[src/rtl/gfq_pkg.sv]
// Package for the gamepad frame qualifier: payload structs, lane status types,
// configuration register indexes, direction codes and sizing constants.
// No dependencies; every other file of the block uses it by scoped names.
`default_nettype none

package gfq_pkg;

    // Sizing of the button history.
    localparam int HISTORY_FRAMES = 64;
    localparam int BUTTON_COUNT   = 16;
    localparam int HOLD_W         = $clog2(HISTORY_FRAMES + 1);
    localparam int HOLD_OUT_W     = 7;
    localparam int BTN_W          = 16;

    // Buttons past the configured count read as released.
    localparam logic [BTN_W-1:0] BTN_MASK = BTN_W'((64'd1 << BUTTON_COUNT) - 64'd1);

    // tan(22.5 deg) in Q16.
    localparam logic [15:0] TAN_Q16 = 16'd27146;

    // Configuration port.
    localparam int CFG_IDX_W  = 2;
    localparam int CFG_DATA_W = 32;
    localparam logic [CFG_IDX_W-1:0] CFG_KNOCK_DZ     = 2'd0;
    localparam logic [CFG_IDX_W-1:0] CFG_ANY_STICK_DZ = 2'd1;
    localparam logic [CFG_IDX_W-1:0] CFG_TRIG_THR     = 2'd2;
    localparam logic [CFG_IDX_W-1:0] CFG_INCL_STICK   = 2'd3;

    localparam logic [31:0] KNOCK_DZ_RST     = 32'd107374182;
    localparam logic [31:0] ANY_STICK_DZ_RST = 32'd107374182;
    localparam logic [7:0]  TRIG_THR_RST     = 8'd64;

    // Direction codes.
    localparam logic [3:0] DIR_NONE = 4'd0;
    localparam logic [3:0] DIR_L    = 4'd1;
    localparam logic [3:0] DIR_DL   = 4'd2;
    localparam logic [3:0] DIR_D    = 4'd3;
    localparam logic [3:0] DIR_DR   = 4'd4;
    localparam logic [3:0] DIR_R    = 4'd5;
    localparam logic [3:0] DIR_UR   = 4'd6;
    localparam logic [3:0] DIR_U    = 4'd7;
    localparam logic [3:0] DIR_UL   = 4'd8;

    typedef struct packed {
        logic [15:0]        button_bits;
        logic [7:0]         left_trigger;
        logic [7:0]         right_trigger;
        logic signed [15:0] left_x;
        logic signed [15:0] left_y;
        logic signed [15:0] right_x;
        logic signed [15:0] right_y;
        logic [3:0]         query_button;
    } frame_t;

    typedef struct packed {
        logic [15:0] press_edges;
        logic [15:0] release_edges;
        logic [6:0]  hold_frames;
        logic        any_active;
        logic        any_rise;
        logic [3:0]  left_direction;
        logic [3:0]  right_direction;
        logic [3:0]  left_direction_change;
        logic [3:0]  right_direction_change;
    } result_t;

    // What one stick lane found for the frame in the second stage.
    typedef struct packed {
        logic [3:0] dir;
        logic       active;
    } stick_status_t;

    // Live configuration handed to the lanes and the merge stage.
    typedef struct packed {
        logic [31:0] knock_dz;
        logic [31:0] any_stick_dz;
        logic [7:0]  trig_thr;
        logic        incl_stick;
    } cfg_t;

endpackage

`default_nettype wire

[src/rtl/gfq_stick_lane.sv]
// One stick lane: squares and sector products registered in the first stage,
// dead-zone tests and the 8-way sector decision in the second stage.
// Depends on gfq_pkg.
`default_nettype none

module gfq_stick_lane (
    input  wire logic                   clk,
    input  wire logic                   load,
    input  wire logic signed [15:0]     x,
    input  wire logic signed [15:0]     y,
    input  wire logic [31:0]            knock_dz,
    input  wire logic [31:0]            any_stick_dz,
    output gfq_pkg::stick_status_t      status
);

    logic signed [31:0] xx_full;
    logic signed [31:0] yy_full;
    logic signed [16:0] x_neg;
    logic signed [16:0] y_neg;
    logic [15:0]        ax;
    logic [15:0]        ay;

    logic [30:0] xx_reg;
    logic [30:0] yy_reg;
    logic [31:0] ax_t_reg;
    logic [31:0] ay_t_reg;
    logic [15:0] ax_reg;
    logic [15:0] ay_reg;
    logic        x_pos_reg;
    logic        y_pos_reg;

    logic [31:0] mag_sq;
    logic        y_flat;
    logic        x_flat;
    logic [3:0]  sector;

    always_comb
    begin
        xx_full = 32'(x) * 32'(x);
        yy_full = 32'(y) * 32'(y);
        x_neg   = -{x[15], x};
        y_neg   = -{y[15], y};
        ax      = x[15] ? x_neg[15:0] : x;
        ay      = y[15] ? y_neg[15:0] : y;
    end

    always_ff @(posedge clk)
    begin
        if (load)
        begin
            xx_reg    <= xx_full[30:0];
            yy_reg    <= yy_full[30:0];
            ax_t_reg  <= 32'(ax * gfq_pkg::TAN_Q16);
            ay_t_reg  <= 32'(ay * gfq_pkg::TAN_Q16);
            ax_reg    <= ax;
            ay_reg    <= ay;
            x_pos_reg <= !x[15] && (x != 16'sd0);
            y_pos_reg <= !y[15] && (y != 16'sd0);
        end
    end

    always_comb
    begin
        mag_sq = {1'b0, xx_reg} + {1'b0, yy_reg};
        // Near the horizontal axis, then near the vertical axis, else a diagonal.
        y_flat = {ay_reg, 16'd0} < ax_t_reg;
        x_flat = {ax_reg, 16'd0} < ay_t_reg;
        if (y_flat)
        begin
            sector = x_pos_reg ? gfq_pkg::DIR_R : gfq_pkg::DIR_L;
        end
        else if (x_flat)
        begin
            sector = y_pos_reg ? gfq_pkg::DIR_U : gfq_pkg::DIR_D;
        end
        else if (x_pos_reg)
        begin
            sector = y_pos_reg ? gfq_pkg::DIR_UR : gfq_pkg::DIR_DR;
        end
        else
        begin
            sector = y_pos_reg ? gfq_pkg::DIR_UL : gfq_pkg::DIR_DL;
        end
        status.dir    = (mag_sq > knock_dz) ? sector : gfq_pkg::DIR_NONE;
        status.active = mag_sq > any_stick_dz;
    end

endmodule

`default_nettype wire

[src/rtl/gfq_hold_lane.sv]
// One button lane: the saturating consecutive-hold counter of a single button.
// Depends on gfq_pkg.
`default_nettype none

module gfq_hold_lane (
    input  wire logic                        clk,
    input  wire logic                        rst_n,
    input  wire logic                        advance,
    input  wire logic                        pressed,
    output logic [gfq_pkg::HOLD_W-1:0]       count_next
);

    logic [gfq_pkg::HOLD_W-1:0] count_reg;

    always_comb
    begin
        if (!pressed)
        begin
            count_next = '0;
        end
        else if (int'(count_reg) < gfq_pkg::HISTORY_FRAMES)
        begin
            count_next = count_reg + 1'b1;
        end
        else
        begin
            count_next = count_reg;
        end
    end

    always_ff @(posedge clk or negedge rst_n)
    begin
        if (!rst_n)
        begin
            count_reg <= '0;
        end
        else if (advance)
        begin
            count_reg <= count_next;
        end
    end

endmodule

`default_nettype wire

[src/rtl/gfq_merge.sv]
// Merge stage: combines the stick and button lanes with the previous-frame
// state into one result, and keeps that state. Depends on gfq_pkg.
`default_nettype none

module gfq_merge (
    input  wire logic                                          clk,
    input  wire logic                                          rst_n,
    input  wire logic                                          advance,
    input  wire gfq_pkg::cfg_t                                 cfg,
    input  wire logic [15:0]                                   buttons,
    input  wire logic [7:0]                                    left_trigger,
    input  wire logic [7:0]                                    right_trigger,
    input  wire logic [3:0]                                    query_button,
    input  wire gfq_pkg::stick_status_t                        left_status,
    input  wire gfq_pkg::stick_status_t                        right_status,
    input  wire logic [gfq_pkg::BUTTON_COUNT-1:0][gfq_pkg::HOLD_W-1:0] hold_counts,
    output gfq_pkg::result_t                                   result_next
);

    logic [15:0] prev_buttons_reg;
    logic        prev_any_reg;
    logic [3:0]  prev_left_dir_reg;
    logic [3:0]  prev_right_dir_reg;
    logic [1:0]  frames_seen_reg;

    logic [gfq_pkg::HOLD_W-1:0]                    hold_sel;
    logic [gfq_pkg::HOLD_W+gfq_pkg::HOLD_OUT_W-1:0] hold_ext;
    logic                                          seen_one;
    logic                                          active;

    always_comb
    begin
        hold_sel = '0;
        for (int i = 0; i < gfq_pkg::BUTTON_COUNT; i++)
        begin
            if (int'(query_button) == i)
            begin
                hold_sel = hold_counts[i];
            end
        end
        hold_ext = {{gfq_pkg::HOLD_OUT_W{1'b0}}, hold_sel};

        seen_one = frames_seen_reg != 2'd0;
        active   = (buttons != 16'd0)
                || (left_trigger > cfg.trig_thr)
                || (right_trigger > cfg.trig_thr)
                || (cfg.incl_stick && (left_status.active || right_status.active));

        result_next.press_edges   = seen_one ? (buttons & ~prev_buttons_reg) : 16'd0;
        result_next.release_edges = seen_one ? (~buttons & prev_buttons_reg) : 16'd0;
        result_next.hold_frames   = hold_ext[gfq_pkg::HOLD_OUT_W-1:0];
        result_next.any_active    = active;
        result_next.any_rise      = frames_seen_reg[1] && active && !prev_any_reg;
        result_next.left_direction  = left_status.dir;
        result_next.right_direction = right_status.dir;
        result_next.left_direction_change =
            (seen_one && (left_status.dir != prev_left_dir_reg)) ? left_status.dir
                                                                  : gfq_pkg::DIR_NONE;
        result_next.right_direction_change =
            (seen_one && (right_status.dir != prev_right_dir_reg)) ? right_status.dir
                                                                    : gfq_pkg::DIR_NONE;
    end

    always_ff @(posedge clk or negedge rst_n)
    begin
        if (!rst_n)
        begin
            prev_buttons_reg   <= 16'd0;
            prev_any_reg       <= 1'b0;
            prev_left_dir_reg  <= gfq_pkg::DIR_NONE;
            prev_right_dir_reg <= gfq_pkg::DIR_NONE;
            frames_seen_reg    <= 2'd0;
        end
        else if (advance)
        begin
            prev_buttons_reg   <= buttons;
            prev_any_reg       <= active;
            prev_left_dir_reg  <= left_status.dir;
            prev_right_dir_reg <= right_status.dir;
            if (frames_seen_reg != 2'd3)
            begin
                frames_seen_reg <= frames_seen_reg + 2'd1;
            end
        end
    end

    a_first_frame_quiet: assert property (@(posedge clk) disable iff (!rst_n)
        (frames_seen_reg == 2'd0) |-> (result_next.press_edges == 16'd0
            && result_next.release_edges == 16'd0
            && result_next.left_direction_change == gfq_pkg::DIR_NONE
            && result_next.right_direction_change == gfq_pkg::DIR_NONE))
        else $error("edges reported on the first frame");

    a_rise_needs_history: assert property (@(posedge clk) disable iff (!rst_n)
        result_next.any_rise |-> (frames_seen_reg[1] && result_next.any_active))
        else $error("any_rise without two earlier frames or without any_active");

    a_change_matches_dir: assert property (@(posedge clk) disable iff (!rst_n)
        (result_next.left_direction_change != gfq_pkg::DIR_NONE)
            |-> (result_next.left_direction_change == left_status.dir))
        else $error("left direction change differs from the direction");

    a_frames_counted: assert property (@(posedge clk) disable iff (!rst_n)
        advance |=> (frames_seen_reg != 2'd0))
        else $error("frame count did not move after a frame");

endmodule

`default_nettype wire

[src/rtl/gamepad_frame_qualifier_top.sv]
// Top level of the gamepad frame qualifier: channel handshakes, configuration
// registers, the two stick lanes, the button lanes and the merge stage.
// Depends on gfq_pkg, gfq_stick_lane, gfq_hold_lane and gfq_merge.
`default_nettype none

// Channel   Direction  Handshake                        Payload
// frame     in         frame_valid / frame_ready        gfq_pkg::frame_t
// result    out        result_valid / result_ready      gfq_pkg::result_t
// config    in         cfg_we (no wait)                 cfg_index, cfg_data
//
// On the way from transfer to result, the first stage registers
// the stick squares and sector products, the second stage runs the dead-zone and
// sector compares, the hold counters and the merge into the output register.
// One frame is taken every cycle while the result side does not stall. Reset
// clears the history and loads the register defaults; no clearing pass is
// needed. A stall on the result side holds both stages.

module gamepad_frame_qualifier_top (
    input  wire logic                               clk,
    input  wire logic                               rst_n,
    input  wire logic                               frame_valid,
    output logic                                    frame_ready,
    input  wire gfq_pkg::frame_t                    frame,
    output logic                                    result_valid,
    input  wire logic                               result_ready,
    output gfq_pkg::result_t                        result,
    input  wire logic                               cfg_we,
    input  wire logic [gfq_pkg::CFG_IDX_W-1:0]      cfg_index,
    input  wire logic [gfq_pkg::CFG_DATA_W-1:0]     cfg_data
);

    // Configuration registers.
    gfq_pkg::cfg_t cfg_reg;

    // First stage: the frame fields that do not go through a stick lane.
    logic        a_valid_reg;
    logic [15:0] a_buttons_reg;
    logic [7:0]  a_left_trig_reg;
    logic [7:0]  a_right_trig_reg;
    logic [3:0]  a_query_reg;

    // Output register.
    logic             result_valid_reg;
    gfq_pkg::result_t result_reg;

    logic                  out_free;
    logic                  advance;
    logic                  accept;
    gfq_pkg::stick_status_t left_status;
    gfq_pkg::stick_status_t right_status;
    gfq_pkg::result_t      result_next;
    logic [gfq_pkg::BUTTON_COUNT-1:0][gfq_pkg::HOLD_W-1:0] hold_counts;

    // The output register frees up when it is empty or its result transfers;
    // the first stage moves forward whenever the output register is free.
    assign out_free     = !result_valid_reg || result_ready;
    assign advance      = a_valid_reg && out_free;
    assign frame_ready  = !a_valid_reg || out_free;
    assign accept       = frame_valid && frame_ready;
    assign result_valid = result_valid_reg;
    assign result       = result_reg;

    always_ff @(posedge clk or negedge rst_n)
    begin
        if (!rst_n)
        begin
            cfg_reg.knock_dz     <= gfq_pkg::KNOCK_DZ_RST;
            cfg_reg.any_stick_dz <= gfq_pkg::ANY_STICK_DZ_RST;
            cfg_reg.trig_thr     <= gfq_pkg::TRIG_THR_RST;
            cfg_reg.incl_stick   <= 1'b0;
        end
        else if (cfg_we)
        begin
            unique case (cfg_index)
                gfq_pkg::CFG_KNOCK_DZ:     cfg_reg.knock_dz     <= cfg_data[31:0];
                gfq_pkg::CFG_ANY_STICK_DZ: cfg_reg.any_stick_dz <= cfg_data[31:0];
                gfq_pkg::CFG_TRIG_THR:     cfg_reg.trig_thr     <= cfg_data[7:0];
                gfq_pkg::CFG_INCL_STICK:   cfg_reg.incl_stick   <= cfg_data[0];
                default:                   cfg_reg              <= cfg_reg;
            endcase
        end
    end

    always_ff @(posedge clk or negedge rst_n)
    begin
        if (!rst_n)
        begin
            a_valid_reg      <= 1'b0;
            result_valid_reg <= 1'b0;
        end
        else
        begin
            if (frame_ready)
            begin
                a_valid_reg <= frame_valid;
            end
            if (out_free)
            begin
                result_valid_reg <= a_valid_reg;
            end
        end
    end

    // Payload registers carry no reset.
    always_ff @(posedge clk)
    begin
        if (accept)
        begin
            a_buttons_reg    <= frame.button_bits & gfq_pkg::BTN_MASK;
            a_left_trig_reg  <= frame.left_trigger;
            a_right_trig_reg <= frame.right_trigger;
            a_query_reg      <= frame.query_button;
        end
        if (advance)
        begin
            result_reg <= result_next;
        end
    end

    gfq_stick_lane u_left_lane (
        .clk          (clk),
        .load         (accept),
        .x            (frame.left_x),
        .y            (frame.left_y),
        .knock_dz     (cfg_reg.knock_dz),
        .any_stick_dz (cfg_reg.any_stick_dz),
        .status       (left_status)
    );

    gfq_stick_lane u_right_lane (
        .clk          (clk),
        .load         (accept),
        .x            (frame.right_x),
        .y            (frame.right_y),
        .knock_dz     (cfg_reg.knock_dz),
        .any_stick_dz (cfg_reg.any_stick_dz),
        .status       (right_status)
    );

    // One hold counter lane per button; buttons past the field width never press.
    for (genvar i = 0; i < gfq_pkg::BUTTON_COUNT; i++)
    begin : g_hold
        logic pressed;
        if (i < gfq_pkg::BTN_W)
        begin : g_in
            assign pressed = a_buttons_reg[i];
        end
        else
        begin : g_out
            assign pressed = 1'b0;
        end

        gfq_hold_lane u_hold (
            .clk        (clk),
            .rst_n      (rst_n),
            .advance    (advance),
            .pressed    (pressed),
            .count_next (hold_counts[i])
        );
    end

    gfq_merge u_merge (
        .clk           (clk),
        .rst_n         (rst_n),
        .advance       (advance),
        .cfg           (cfg_reg),
        .buttons       (a_buttons_reg),
        .left_trigger  (a_left_trig_reg),
        .right_trigger (a_right_trig_reg),
        .query_button  (a_query_reg),
        .left_status   (left_status),
        .right_status  (right_status),
        .hold_counts   (hold_counts),
        .result_next   (result_next)
    );

endmodule

`default_nettype wire
[config.mk]
export PLATFORM = sky130hd
export DESIGN_NAME = gamepad_frame_qualifier_top
export DESIGN_NICKNAME = d
export VERILOG_FILES = /design/src/rtl/gfq_pkg.sv /design/src/rtl/gfq_stick_lane.sv /design/src/rtl/gfq_hold_lane.sv /design/src/rtl/gfq_merge.sv /design/src/rtl/gamepad_frame_qualifier_top.sv
export SDC_FILE = /design/constraint.sdc
export NUM_CORES = 2
export LEC_CHECK = 0
export BUFFER_PORTS_ARGS = -buffer_cell sky130_fd_sc_hd__clkbuf_2
export CORE_ASPECT_RATIO = 1.4
export CORE_UTILIZATION = 55
export CTS_BUF_LIST = sky130_fd_sc_hd__clkbuf_4
export DETAILED_ROUTE_END_ITERATION = 8
export PLACE_DENSITY = 0.72
export SLEW_MARGIN = 25
export SYNTH_ARGS = -nofsm -noshare
export SYNTH_HDL_FRONTEND = slang
export SYNTH_SLANG_ARGS = --single-unit
[constraint.sdc]
create_clock -name clk -period 11.3 [get_ports clk]
set_clock_uncertainty 0.15 [all_clocks]
set_input_delay 1.13 -clock clk [delete_from_list [all_inputs] [get_ports clk]]
set_output_delay 1.13 -clock clk [all_outputs]
set_load 0.05 [all_outputs]
Word level (Yosys, flattened, before mapping)
Cells that the tools add are included.
{"block": "op_classes", "add_sub_neg": 23, "multipliers": 8, "magnitude_cmp": 26, "eq_ne": 21, "n_mux": 68, "bitwise": 4, "n_reduce_logical": 37}
{"op": "$mux 7", "count": 48}
{"op": "$gt 32x32->1", "count": 4}
{"op": "$lt 32x31->1", "count": 4}
{"op": "$mul 16x16->31", "count": 4}
{"op": "$mul 16x14->30 const B", "count": 4}
{"op": "$add 7x1->7 const B", "count": 16}
{"op": "$lt 7x7->1 const B", "count": 16}
{"op": "$reduce_bool 16->1", "count": 5}
{"op": "$add 31x31->32", "count": 2}
{"op": "$mux 16", "count": 4}
{"op": "$neg 16->16", "count": 4}
{"op": "$mux 4", "count": 10}
{"op": "$and 16x16->16", "count": 2}
{"op": "$eq 4x4->1 const B", "count": 8}
{"op": "$not 16->16", "count": 2}
{"op": "$eq 4x3->1 const B", "count": 4}
{"op": "$gt 8x8->1", "count": 2}
{"op": "$mux 3", "count": 4}
{"op": "$logic_and 1x1->1", "count": 11}
{"op": "$reduce_and 2->1", "count": 5}
{"op": "$eq 4x2->1 const B", "count": 2}
{"op": "$ne 4x4->1", "count": 2}
{"op": "$logic_not 1->1", "count": 7}
{"op": "$logic_or 1x1->1", "count": 6}
{"op": "other kinds (9)", "count": 11}
{"block": "totals", "ff_bits": 619, "out_inout_bits": 59}

Logic depth before layout (Yosys ltp)
{"block": "logic_depth", "word_depth": 19, "depth_mapped": 31, "ltp_nobuf": 29}

Cells and area by module
Synthesis repeated with hierarchy kept, for this count alone.
{"block": "hier_totals", "hier_cells": 8368, "area_unflattened_um2": 82562.9}
{"module": "gfq_stick_lane at u_left_lane", "instances": 1, "cells_each": 3512, "area_each_um2": 33130.5, "seq_area_each_um2": 4444.3}
{"module": "gfq_stick_lane at u_right_lane", "instances": 1, "cells_each": 3447, "area_each_um2": 32841.5, "seq_area_each_um2": 4444.3}
{"module": "gfq_hold_lane", "instances": 16, "cells_each": 51, "area_each_um2": 488.0, "seq_area_each_um2": 175.2}
{"module": "gamepad_frame_qualifier_top", "instances": 1, "cells_each": 257, "area_each_um2": 5672.9, "seq_area_each_um2": 4705.8}
{"module": "gfq_merge", "instances": 1, "cells_each": 336, "area_each_um2": 3110.5, "seq_area_each_um2": 675.6}

Least setup slack after synthesis
OpenSTA, ideal clock, no wires.
{"block": "synth_path", "path_kind": "in2reg", "start": "in result_ready", "end": "reg a_buttons_reg[0], enable pin", "setup_time_ps": 735, "arrival_time_ps": 9157, "slack_ps": 1258, "path_stages": 2, "n_path_buf": 0, "cell_sequence": "nand3b_1 > and2_1"}
{"block": "synth_between", "elab_chain_len": 3}
{"item": "from (decl)", "line": "gamepad_frame_qualifier_top.sv:25", "rtl": "input wire logic result_ready,"}
{"item": "$logic_or 1x1->1", "line": "gamepad_frame_qualifier_top.sv:56", "rtl": "assign out_free = !result_valid_reg || result_ready;"}
{"item": "$logic_or 1x1->1", "line": "gamepad_frame_qualifier_top.sv:58", "rtl": "assign frame_ready = !a_valid_reg || out_free;"}
{"item": "$logic_and 1x1->1", "line": "gamepad_frame_qualifier_top.sv:59", "rtl": "assign accept = frame_valid && frame_ready;"}
{"item": "via accept", "line": "gamepad_frame_qualifier_top.sv:48", "rtl": "logic accept;"}
{"item": "to (signal assigned)", "line": "gamepad_frame_qualifier_top.sv:109", "rtl": "a_buttons_reg <= frame.button_bits & gfq_pkg::BTN_MASK;"}
{"item": "to (decl)", "line": "gamepad_frame_qualifier_top.sv:37", "rtl": "logic [15:0] a_buttons_reg;"}
The timed path passes the listed nets, and every way through them passes these cells.
A chain may end at the register's enable or synchronous reset.

Worst setup path after layout
{"block": "layout_path", "start": "in frame[52] (netlist name)", "end": "reg u_left_lane.ax_t_reg[30] (data pin)"}
{"block": "layout_between", "elab_chain_len": 3}
{"item": "from (decl)", "line": "gamepad_frame_qualifier_top.sv:23", "rtl": "input wire gfq_pkg::frame_t frame,"}
{"item": "$neg 16->16", "line": "gfq_stick_lane.sv:41", "rtl": "x_neg = -{x[15], x};"}
{"item": "$mux 16", "line": "gfq_stick_lane.sv:43", "rtl": "ax = x[15] ? x_neg[15:0] : x;"}
{"item": "via u_left_lane.ax[9]", "line": "gfq_stick_lane.sv:20", "rtl": "logic [15:0] ax;"}
{"item": "$mul 16x14->30", "line": "gfq_stick_lane.sv:53", "rtl": "ax_t_reg <= 32'(ax * gfq_pkg::TAN_Q16);"}
{"item": "to (signal assigned)", "line": "gfq_stick_lane.sv:53"}
{"item": "to (decl)", "line": "gfq_stick_lane.sv:25", "rtl": "logic [31:0] ax_t_reg;"}
The timed path passes the listed nets, and every way through them passes these cells.

==> flow_summary.ini <==
[clocking]
cts_max_level = 4
clkTransAtPathRegs_ns = 0.06
cts-buffers-inserted = 166
cts-resized-gates = 0
hold_buffers = 59
clk_latency_ns = 1.18
cts_setup_buffers = 0
clock_path_buffers = 3
cts_tree = built
cts.sinks = 603
clockRootBuffer = clkbuf_4

[layout]
drive_gt1_frac = 0.0776
fillCellCount = 12300
layout.area.seq_um2 = 17100
multi_input_area_um2 = 55300
syn_to_final_growth_pct = 7.29
final_nets = 10700
largest_register_ffs = 112

[worst_setup_path]
path_delay_family = adder cells
cp_slowest_cell = fa_1
path_common_cell = ha_1
critPathKind = primary input to flop
endpoint_kind = flop
crit_path_max_incr_delay_ns = 0.54
worstPathArrival_ns = 8.36
startpoint_type = primary input
ff2ff_path_depth = 22
cp_num_buf_inv = 4
crit_fanout = 15
critical_path_required_ns = 12.02
cp_num_cells = 25

[timing]
max_slew.worst_pin.slew_ns = 1.14
finalSetupTns_ns = 0
maxSlewViolCount = 0
setup_violations = 0
timing.final.ws_setup_ns = 3.66
rsz0062_at_grt = false
hold_viol = 0
slew_headroom = 0.235
fin_crit_sh = 0.676
finalCriticalPeriod_ns = 7.64
fmax_mhz = 131

[grt]
grt_antenna_before_repair = 16
grt_max_degree = 166
grt_util_all_layers = 0.272
grt_pass1_wl_um = 316000
grt_pass1_vias = 61800
grt_overflow = 0

[die]
coreArea_um2 = 145000
placementRows = 165
die_h_um = 454
dieArea_um2 = 147000
initial_core_util = 0.555
die_w_um = 325
num_io_pins = 198

[placed_design]
hpwlAfterDp_um = 158000
dp_slack_ns = 2.56
io_buffers = 197
place.gp.congestion = 0.950

[yosys]
syn_area_per_cell_um2 = 9.79
syn_inst = 8190
netlist_area_um2 = 80200
yosysWarnings = 0
synth_nets = 10500
async_flop_share = 0.355
ys_types = 94
synth-seq-cells = 603
synth_ff_type = edfxtp_1
synth-edff-count = 389
yosysSeqAreaShare = 0.213

[min_path]
min_path_cells = 3
hold_class = primary input to flop

[run]
cap_violations = 0

[routing]
drtIter0Drc = 3322
num_vias = 57800
routedWlPerCell_um = 18.6
drt_wl_total_um = 195000
viasPerCell = 5.50
drt-pass1-iter-count = 7
antenna_left = 0
drc = 0

[run_status]
outcome = complete, no violations
## worst min-delay path, cell delays in order
cell	delay, ns
clkbuf_2	0.16
nand2_1	0.08
o21ai_0	0.08
## logic make-up (layout without fill, tap and decap cells)
logic type | Yosys count | after routing | share of synthesized area
DFF | 603 | 603 | 0.213
and+or+nand+nor | 1688 | 1688 | 0.0992
muxes | 80 | 80 | 0.0110
AOI/OAI and AO/OA | 1108 | 1108 | 0.0923
other | 0 | 5 | 0
adders and majority gates | 2162 | 2162 | 0.437
buffers and inverters | 2099 | 2492 | 0.0983
xor gates and xnor gates | 450 | 450 | 0.0492
## per-stage QoR
stage / hold slack [ns] / cells / instance area [um2] / util
after CTS: 0.0138 / 10500 / 86000 / 0.595
after global placement: 0.325 / 10100 / 83100 / 0.575
after detailed placement: 0.331 / 10100 / 83100 / 0.575
final: 0.193 / 10500 / 86000 / 0.595
after floorplan: 0.307 / 8190 / 80200 / -
after global routing: 0.114 / 10500 / 86000 / 0.595
## cell usage after synthesis, types with 103 or more instances
cell type / count / area share
a21o_1: 166 / 0.016
a21oi_1: 252 / 0.016
and2_1: 111 / 0.0087
clkbuf_1: 195 / 0.0091
dfrtp_1: 185 / 0.058
edfxtp_1: 389 / 0.15
fa_1: 1064 / 0.27
ha_1: 1098 / 0.17
inv_1: 1867 / 0.087
nand2_1: 617 / 0.029
nand3_1: 103 / 0.0064
nor2_1: 396 / 0.019
o21ai_0: 229 / 0.014
xnor2_1: 335 / 0.037
xor2_1: 115 / 0.013
## placed cells by master (no fill, tap or decap), types with 27 or more instances in the layout
cell type,instances
inv_1,1867
ha_1,1097
fa_1,1064
nand2_1,616
nor2_1,396
edfxtp_1,389
xnor2_1,331
a21oi_1,252
clkbuf_4,240
o21ai_0,229
clkbuf_2,196
dfrtp_1,185
a21o_1,166
xor2_1,115
and2_1,110
nand3_1,103
nor3_1,97
a22o_1,75
mux2_2,63
nor2b_1,61
dlygate4sd3_1,59
nand2b_1,58
o21a_1,54
clkinv_1,54
a211oi_1,48
nand4_1,45
buf_4,38
a31oi_1,37
nor3b_1,37
o22ai_1,34
nor4_1,31
and3_1,30
dfstp_2,29
o21bai_1,27
## layout make-up
cell class	count	share of cell area
Multi-Input combinational cell	5488	0.643
Sequential cell	603	0.199
Inverter	1889	0.0825
Tap cell	1920	0.0279
Timing Repair Buffer	296	0.0221
Clock buffer	240	0.0209
Clock inverter	67	0.00532
Antenna cell	5	0.000145
## path summary, 6_finish.rpt
path,start,end,slack (ns)
worst max-delay path,frame[52],u_left_lane.ax_t_reg[30],3.66
worst min-delay path,cfg_data[1],cfg_reg[42],0.19
worst max register to register,u_left_lane.yy_reg[3],result[7],4.86
worst min register to register,u_merge.prev_buttons_reg[7],u_merge.prev_buttons_reg[7],0.35
max in group asynchronous,rst_n,cfg_reg[53],9.09
min in group asynchronous,rst_n,result_valid,0.35
## per-layer routing
metal	up-vias	GRT usage	wire length (um)
li1	27000	-	-
met1	28800	0.322	76200
met2	1553	0.488	100000
met3	474	0.0395	9570
met4	16	0.123	9000
met5	-	0	99
Power is not shown: default switching activity piles up to over one toggle a cycle in this logic, so the estimate is an artifact.
